## config.mk

```make
export PLATFORM = sky130hd
export DESIGN_NAME = xcsa_way_scan
export DESIGN_NICKNAME = d
export VERILOG_FILES = /design/src/design/xor_checked_set_assoc_hash_table_unit_macros.svh /design/src/design/xcsa_pkg.sv /design/src/design/xcsa_way_scan.sv
export SDC_FILE = /design/constraint.sdc
export NUM_CORES = 1
export LEC_CHECK = 0
export ABC_AREA = 0
export BUFFER_PORTS_ARGS = -buffer_cell sky130_fd_sc_hd__buf_4
export CORE_AREA = 3 3 105 107
export DETAILED_ROUTE_END_ITERATION = 16
export DIE_AREA = 0 0 108 110
export PLACE_DENSITY = 0.78
export SETUP_SLACK_MARGIN = 0.15
export SLEW_MARGIN = 20
export SYNTH_ARGS = -nofsm -noshare
export SYNTH_HDL_FRONTEND = slang
export SYNTH_SLANG_ARGS = --single-unit
```

## constraint.sdc

```tcl
create_clock -name aclk -period 12.6 [get_ports aclk]
set_clock_uncertainty 0.2 [all_clocks]
set_input_delay 2.52 -clock aclk [delete_from_list [all_inputs] [get_ports aclk]]
set_output_delay 2.52 -clock aclk [all_outputs]
set_load 0.01 [all_outputs]
```

## src/design/xor_checked_set_assoc_hash_table_unit_macros.svh

```systemverilog
// ----------------------------------------------------------------------------
// Assertion macros for the hash table unit
// Concurrent checks sampled on aclk, muted while aresetn is low.
// ----------------------------------------------------------------------------
`ifndef XOR_CHECKED_SET_ASSOC_HASH_TABLE_UNIT_MACROS_SVH
`define XOR_CHECKED_SET_ASSOC_HASH_TABLE_UNIT_MACROS_SVH

// same-cycle implication
`define XCSA_ASSERT_NOW(lbl, ante, cons, msg) \
    lbl: assert property (@(posedge aclk) disable iff (!aresetn) (ante) |-> (cons)) \
        else $error(msg);

// next-cycle implication
`define XCSA_ASSERT_NEXT(lbl, ante, cons, msg) \
    lbl: assert property (@(posedge aclk) disable iff (!aresetn) (ante) |=> (cons)) \
        else $error(msg);

`endif

```

## src/design/xcsa_pkg.sv

```systemverilog
// ----------------------------------------------------------------------------
// xcsa_pkg
// Request/result types, operation and register codes for the hash table.
// ----------------------------------------------------------------------------
package xcsa_pkg;

    localparam int HASH_W    = 64;
    localparam int DATA_W    = 64;
    localparam int ENTRY_W   = HASH_W + DATA_W;   // {check, data}
    localparam int FLAG_W    = 2;
    localparam int DEPTH_W   = 8;
    localparam int PAYLOAD_W = 54;
    localparam int CFG_W     = 32;
    localparam int PADDR_W   = 3;

    typedef enum logic [1:0] {
        OP_READ  = 2'd0,
        OP_WRITE = 2'd1,
        OP_CLEAR = 2'd2,
        OP_NONE  = 2'd3
    } op_t;

    localparam logic REG_TABLE_ENABLE = 1'b0;
    localparam logic REG_INDEX_BITS   = 1'b1;

    typedef struct packed {
        logic [1:0]           operation;
        logic [HASH_W-1:0]    position_hash;
        logic [FLAG_W-1:0]    new_flag;
        logic [DEPTH_W-1:0]   new_depth;
        logic [PAYLOAD_W-1:0] new_payload;
    } req_t;

    typedef struct packed {
        logic                 found;
        logic [FLAG_W-1:0]    found_flag;
        logic [DEPTH_W-1:0]   found_depth;
        logic [PAYLOAD_W-1:0] found_payload;
        logic                 stored;
    } rsp_t;

    // status of the way scan
    typedef struct packed {
        logic match;   // read hit, or write found its own entry
        logic drop;    // write found a deeper entry of the same kind
    } scan_st_t;

endpackage

```

## src/design/xcsa_way_scan.sv

```systemverilog
// ----------------------------------------------------------------------------
// xcsa_way_scan
// Shared check/replace unit: evaluates one way per step.
// ----------------------------------------------------------------------------
module xcsa_way_scan
    import xcsa_pkg::*;
#(
    parameter int WAY_W     = 2,
    parameter int MAX_DEPTH = 255
) (
    input  logic                aclk,
    input  logic                aresetn,
    input  logic                start,
    input  logic                step,
    input  logic                is_write,
    input  logic [HASH_W-1:0]   hash,
    input  logic [FLAG_W-1:0]   new_flag,
    input  logic [DEPTH_W-1:0]  new_depth,
    input  logic [WAY_W-1:0]    way_idx,
    input  logic [HASH_W-1:0]   way_check,
    input  logic [DATA_W-1:0]   way_data,
    output scan_st_t            st,
    output logic [WAY_W-1:0]    target,
    output logic [DATA_W-1:0]   hit_data
);

    scan_st_t           st_reg, st_next;
    logic [WAY_W-1:0]   target_reg, target_next;
    logic [DEPTH_W-1:0] mind_reg, mind_next;
    logic [DATA_W-1:0]  hit_reg, hit_next;
    logic               eq;
    logic [FLAG_W-1:0]  w_flag;
    logic [DEPTH_W-1:0] w_depth;

    assign eq      = ((way_check ^ way_data) == hash);
    assign w_flag  = way_data[FLAG_W-1:0];
    assign w_depth = way_data[FLAG_W +: DEPTH_W];

    always_comb begin
        st_next     = st_reg;
        target_next = target_reg;
        mind_next   = mind_reg;
        hit_next    = hit_reg;
        if (start) begin
            st_next     = '0;
            target_next = '0;
            mind_next   = DEPTH_W'(MAX_DEPTH);
        end else if (step && !is_write) begin
            if (eq && (w_flag != '0)) begin
                st_next.match = 1'b1;
                hit_next      = way_data;
            end
        end else if (step) begin
            if (eq && (w_flag == new_flag)) begin
                st_next.match = 1'b1;
                if (w_depth > new_depth) begin
                    st_next.drop = 1'b1;
                end else begin
                    target_next = way_idx;
                end
            end else if (w_depth < mind_reg) begin
                mind_next   = w_depth;
                target_next = way_idx;
            end
        end
    end

    always_ff @(posedge aclk) begin
        if (!aresetn) begin
            st_reg <= '0;
        end else begin
            st_reg <= st_next;
        end
        target_reg <= target_next;
        mind_reg   <= mind_next;
        hit_reg    <= hit_next;
    end

    assign st       = st_reg;
    assign target   = target_reg;
    assign hit_data = hit_reg;

endmodule

```

==> results of run 1 <==
## power groups by stage
stage,clock (mW),combinational (mW),sequential [mW]
2_1_floorplan,0,0.0770,0.281
3_3_place_gp,0,0.143,0.280
3_5_place_dp,0,0.148,0.280
4_1_cts,0.183,0.148,0.275
5_1_grt,0.195,0.157,0.275
6_report,0.181,0.147,0.275
## path summary, 6_finish.rpt
path | startpoint | endpoint | cells past startpoint
hold / removal | target[1]$_SDFFE_PP0P_ | target[1]$_SDFFE_PP0P_ | 2
hold reg to reg | target[1]$_SDFFE_PP0P_ | target[1]$_SDFFE_PP0P_ | 2
setup / recovery | way_data[50] | hit_data[43]$_DFFE_PP_ | 8
setup reg to reg | mind_reg[1]$_SDFFE_PP1P_ | mind_reg[0]$_SDFFE_PP1P_ | 9
## cells by family (layout without fill, tap and decap cells)
family          count (synthesis)  count (layout)  share of synthesized area (%)
simple gates                   47              47                          7.027
mux                             3               3                         0.6719
xor+xnor                       66              66                          32.89
compound gates                 25              25                          5.151
buf+inv                        18             309                          1.680
fa+ha+maj                      15              15                          4.199
flops                          76              76                          48.38
## cell usage after synthesis (all sizes together)
cell type  instances  share of area, %
a211oi             1              0.17
a21o               4              0.67
a21oi              5              0.73
and2               1              0.14
buf                1              0.25
clkbuf             1             0.084
dfxtp             12               5.4
edfxtp            64                43
ha                15               4.2
inv               16               1.3
mux2i              3              0.67
nand2             15               1.3
nand2b             2              0.28
nand4             19               3.2
nor2               2              0.17
nor2b              2              0.28
nor3               1              0.22
nor4               4               1.1
nor4b              1              0.34
o211a              1              0.22
o211ai             7               2.0
o21a               1              0.20
o21ai              5              0.98
o311a              1              0.22
xnor2              2              0.39
xnor3             64                33
## worst max-delay path: stages
cell	delay, ns
buf_4	0.12
xnor3_2	0.38
nand4_2	0.13
nor4_2	0.49
nand4_2	0.22
nor4b_2	0.31
and2_2	0.65
buf_4	0.53
## per-layer routing
layer  routed length (µm)  GRT usage, %  up-vias
met3                 1350         7.164       25
met4                  383         8.386        0
met1                 4442         21.05     1519
li1                     -             -     1539
met2                 6894         40.10      199
met5                    0             0        -
## final cells by class
cell class,count,area [µm²]
fillers,733,3334
multi-input cells,156,2233
flip-flops and latches,76,2162
repair buffers,277,2079
well taps,136,170.2
clock buffers,9,123.9
clock inverters,7,67.56
inverters,16,60.06
==> reports/qor.yml, run 1 <==
status:
  outcome: "completed"
logic_synthesis:
  synth-seq-area-share_pct: 48.38
  synth_seq_cells: 76
  netlist_area_um2: 4469
  synth.distinct_cells: 32
  avgSynthCellArea_um2: 17.88
  syn_inst: 250
  yosys_warnings: 0
  syn-num-nets: 474
final_layout:
  antenna_cells: 0
  postLayoutCoreUtil_pct: 67.41
  drive_gt1_share_pct: 60.07
  final_common_cell: "buf_4"
  final_area_um2: 6897
  fin_cells: 677
  final_cell_mix: "buf_4 (277), edfxtp_1 (64), xnor3_1 (55)"
  nets: 760
  largest_reg_flops: 64
  area_delta_synth_final_pct: 54.31
power:
  pwr-share-seq_pct: 45.6
  ir_drop_v: 0.00004792
  p_per_area_nw_per_um2: 87.25
  combPwrFrac_pct: 24.4
  p_int_uw: 465.0
  clkPwrFrac_pct: 30.0
  p_sw_uw: 136.7
  power.share.switching_pct: 22.72
  p_leak_nw: 3.533
  total_power_uw: 601.8
placement:
  pre_cts_slack_ns: 6.590
  postPlaceCellArea_um2: 6705
  gp_congestion: 0.8428
  io_buffers: 276
  dp_cells: 661
  place_hpwl_mm: 11.22
die:
  fp-row-count: 37
  fp.dieW_um: 108
  core_um2: 10230
  die_area_um2: 11880
  pin_count: 277
  start_util_pct: 43.68
  die_y_um: 110
drt:
  via_per_inst: 4.848
  wire_per_inst_um: 19.31
  drc: 0
  first_pass_iters: 4
  drt_iter0_markers: 84
  vias: 3282
  wirelength_mm: 13.07
  ant_nets: 0
global_route:
  grt_usage_pct: 21.09
  gr-total-overflow: 0
  grt_pass1_vias: 3512
  grt_max_degree: 35
  grt_first_pass_wirelength_mm: 18.22
  antenna_found_initial: 0
sta:
  slew_headroom_pct: 39.93
  setup_tns_ns: 0
  rsz0062_at_grt: "false"
  tightest_slew_ns: 0.9011
  report.final.slew_viol_count: 0
  min_period_over_period_pct: 44.53
  finalWorstSetupSlack_ns: 6.989
  holdWs_ns: 0.2773
  min_period_ns: 5.611
  finalSetupViolations: 0
  max_freq_ghz: 0.1782
  hold_violations: 0
cts:
  clockBufferDepth: 2
  clockRootBuffer: "clkbuf_8"
  clock_latency_ns: 0.34
  cts_buffers: 9
  cts_resized: 0
  clk_pin_slew_ns: 0.07
  holdBufCountCts: 0
  cts_setup_buffers: 0
  cts_sinks: 76
  htreeDepth: 3
  cts_tree: "yes"
worst_setup_path:
  worst-setup-path-type: "primary input to flop"
  cp-start-kind: "primary input"
  cp_data_arrival_time_ns: 5.39
  crit_path_end_kind: "flop"
  r2r_slack_ns: 9.91
  worstPathMaxFanout: 34
  required_ns: 12.38
flow_run:
  cap_violations: 0
hold_path:
  min_path_type: "flop to flop"
Power figures use the tool's default switching activity.
==> run 2: changes to the inputs <==
- CORE_AREA: 3 3 105 107 -> unset
- CORE_MARGIN: unset -> 3
- CORE_UTILIZATION: unset -> 44
- DIE_AREA: 0 0 108 110 -> unset
- PLACE_DENSITY: 0.78 -> 0.79
- clock period: 12.6 -> 5.83 ns (I/O delays scaled with it)
==> run 2 against run 1 <==
Compared with the run above: register-to-register slack got worse by 6.7 ns; global-route usage increased by 0.54 points; die area decreased by 4.0%; flip-flop and latch count unchanged; core utilization increased by 3.2 points; setup slack got worse by 5.1 ns; power increased by 130%; non-clock buffer count increased by 1; critical path depth unchanged; final area increased by 0.51%; via count decreased by 1.0%; critical path type unchanged; critical endpoint is now hit_data[25]$_DFFE_PP_; highest routed layer unchanged.
==> reports/qor.yml, run 2 (same netlist as run 1, synthesis figures left out) <==
status:
  outcome: "completed"
drt:
  ant_nets: 0
  first_pass_iters: 4
  wire_per_inst_um: 18.58
  drt_iter0_markers: 127
  vias: 3248
  via_per_inst: 4.812
  drc: 0
  wirelength_mm: 12.54
power:
  p_leak_nw: 3.556
  p_per_area_nw_per_um2: 196.4
  ir_drop_v: 0.0001004
  power.share.switching_pct: 22.65
  p_sw_uw: 308.4
  clkPwrFrac_pct: 33.3
  pwr-share-seq_pct: 43.6
  p_int_mw: 1.053
  combPwrFrac_pct: 23.1
die:
  fp-row-count: 36
  start_util_pct: 45.51
  fp.dieW_um: 106.8
  pin_count: 277
  die_area_um2: 11400
  core_um2: 9819
  die_y_um: 106.8
worst_setup_path:
  r2r.worst_path.cells: 9
  slowest_stage: "and2_2"
  worst-setup-path-type: "primary input to flop"
  cpPeakStageDelay_ns: 0.52
  crit_path_end_kind: "flop"
  cp_data_arrival_time_ns: 3.79
  worstPathCellList: "buf_4 > xnor3_1 > nand4_1 > nor4_2 > nand4_2 > nor4b_2 > and2_2 > buf_4"
  crit_top_cell: "buf_4"
  required_ns: 5.65
  cp-start-kind: "primary input"
  worstPathMaxFanout: 28
hold_path:
  min_path_type: "flop to flop"
  whs_path_depth: 2
final_layout:
  final_common_cell: "buf_4"
  drive_gt1_share_pct: 60.33
  largest_reg_flops: 64
  final_area_um2: 6932
  nets: 761
  final_cell_mix: "buf_4 (278), edfxtp_1 (64), xnor3_1 (55)"
  postLayoutCoreUtil_pct: 70.59
  antenna_cells: 0
  area_delta_synth_final_pct: 55.10
sta:
  finalSetupViolations: 0
  min_period_ns: 3.964
  max_freq_ghz: 0.2523
  tightest_slew_ns: 0.8762
  slew_headroom_pct: 41.59
  rsz0062_at_grt: "false"
  setup_tns_ns: 0
  finalWorstSetupSlack_ns: 1.866
  min_period_over_period_pct: 68.00
  report.final.slew_viol_count: 0
  hold_violations: 0
placement:
  gp_congestion: 0.8453
  place_hpwl_mm: 10.80
  pre_cts_slack_ns: 1.448
  postPlaceCellArea_um2: 6709
  io_buffers: 276
global_route:
  grt_usage_pct: 21.63
  grt_pass1_vias: 3441
  antenna_found_initial: 0
  grt_max_degree: 29
  gr-total-overflow: 0
  grt_first_pass_wirelength_mm: 18.17
cts:
  clock_latency_ns: 0.35
  clockBufferDepth: 2
  clockRootBuffer: "clkbuf_8"
  holdBufCountCts: 0
  cts_sinks: 76
  cts_resized: 0
  cts_tree: "yes"
  cts_buffers: 9
  clk_pin_slew_ns: 0.08
  htreeDepth: 3
  cts_setup_buffers: 0
flow_run:
  cap_violations: 0
## run 2: cell count changes in the layout (fill, tap and decap cells not counted), sizes merged
cell	change
buf	+1
bufinv	+1
clkinv	-2
clkinvlp	-1
inv	+2
## run 2: metrics by stage
step	instances	power (mW)	hold WS, ns
6_report	675	1.362	0.2732
5_1_grt	675	1.419	0.3187
4_1_cts	675	1.377	0.2735
3_5_place_dp	659	0.9228	0.2617
3_3_place_gp	659	0.9135	0.2514
2_1_floorplan	250	0.7728	0.2427
## run 2: area by class of cell
class                   count  area (µm²)
clock inverters             7       98.84
multi-input cells         156        2233
clock buffers               9       123.9
repair buffers            278        2087
well taps                 133       166.4
inverters                  16       60.06
flip-flops and latches     76        2162
fillers                   667        2888
## run 2: per-layer routing
layer / share of wire (%) / track usage, % / up-vias / wire, µm
met2: 52 / 39.34 / 190 / 6583
met1: 35 / 23.68 / 1489 / 4390
met3: 9.6 / 5.418 / 23 / 1208
met5: 0 / 0 / - / 0
met4: 2.9 / 9.772 / 0 / 360
li1: - / - / 1546 / -
## run 2: power by group through the flow
stage          logic (mW)  registers [mW]  clock network [mW]
4_1_cts             0.318           0.593               0.466
3_3_place_gp        0.308           0.606                   0
5_1_grt             0.337           0.594               0.488
6_report            0.314           0.593               0.454
3_5_place_dp        0.317           0.606                   0
2_1_floorplan       0.166           0.606                   0
## run 2: final timing paths
path | to | slack [ns] | from
min | target[0]$_SDFFE_PP0P_ | 0.27 | target[0]$_SDFFE_PP0P_
max reg2reg | mind_reg[0]$_SDFFE_PP1P_ | 3.19 | mind_reg[1]$_SDFFE_PP1P_
max | hit_data[25]$_DFFE_PP_ | 1.87 | way_data[4]
min reg2reg | target[0]$_SDFFE_PP0P_ | 0.27 | target[0]$_SDFFE_PP0P_
## run 2: critical path, delay by kind of cell
family | cells | cell delay (ns)
simple gates | 5 | 1.65
xor+xnor | 1 | 0.37
buf+inv | 2 | 0.58
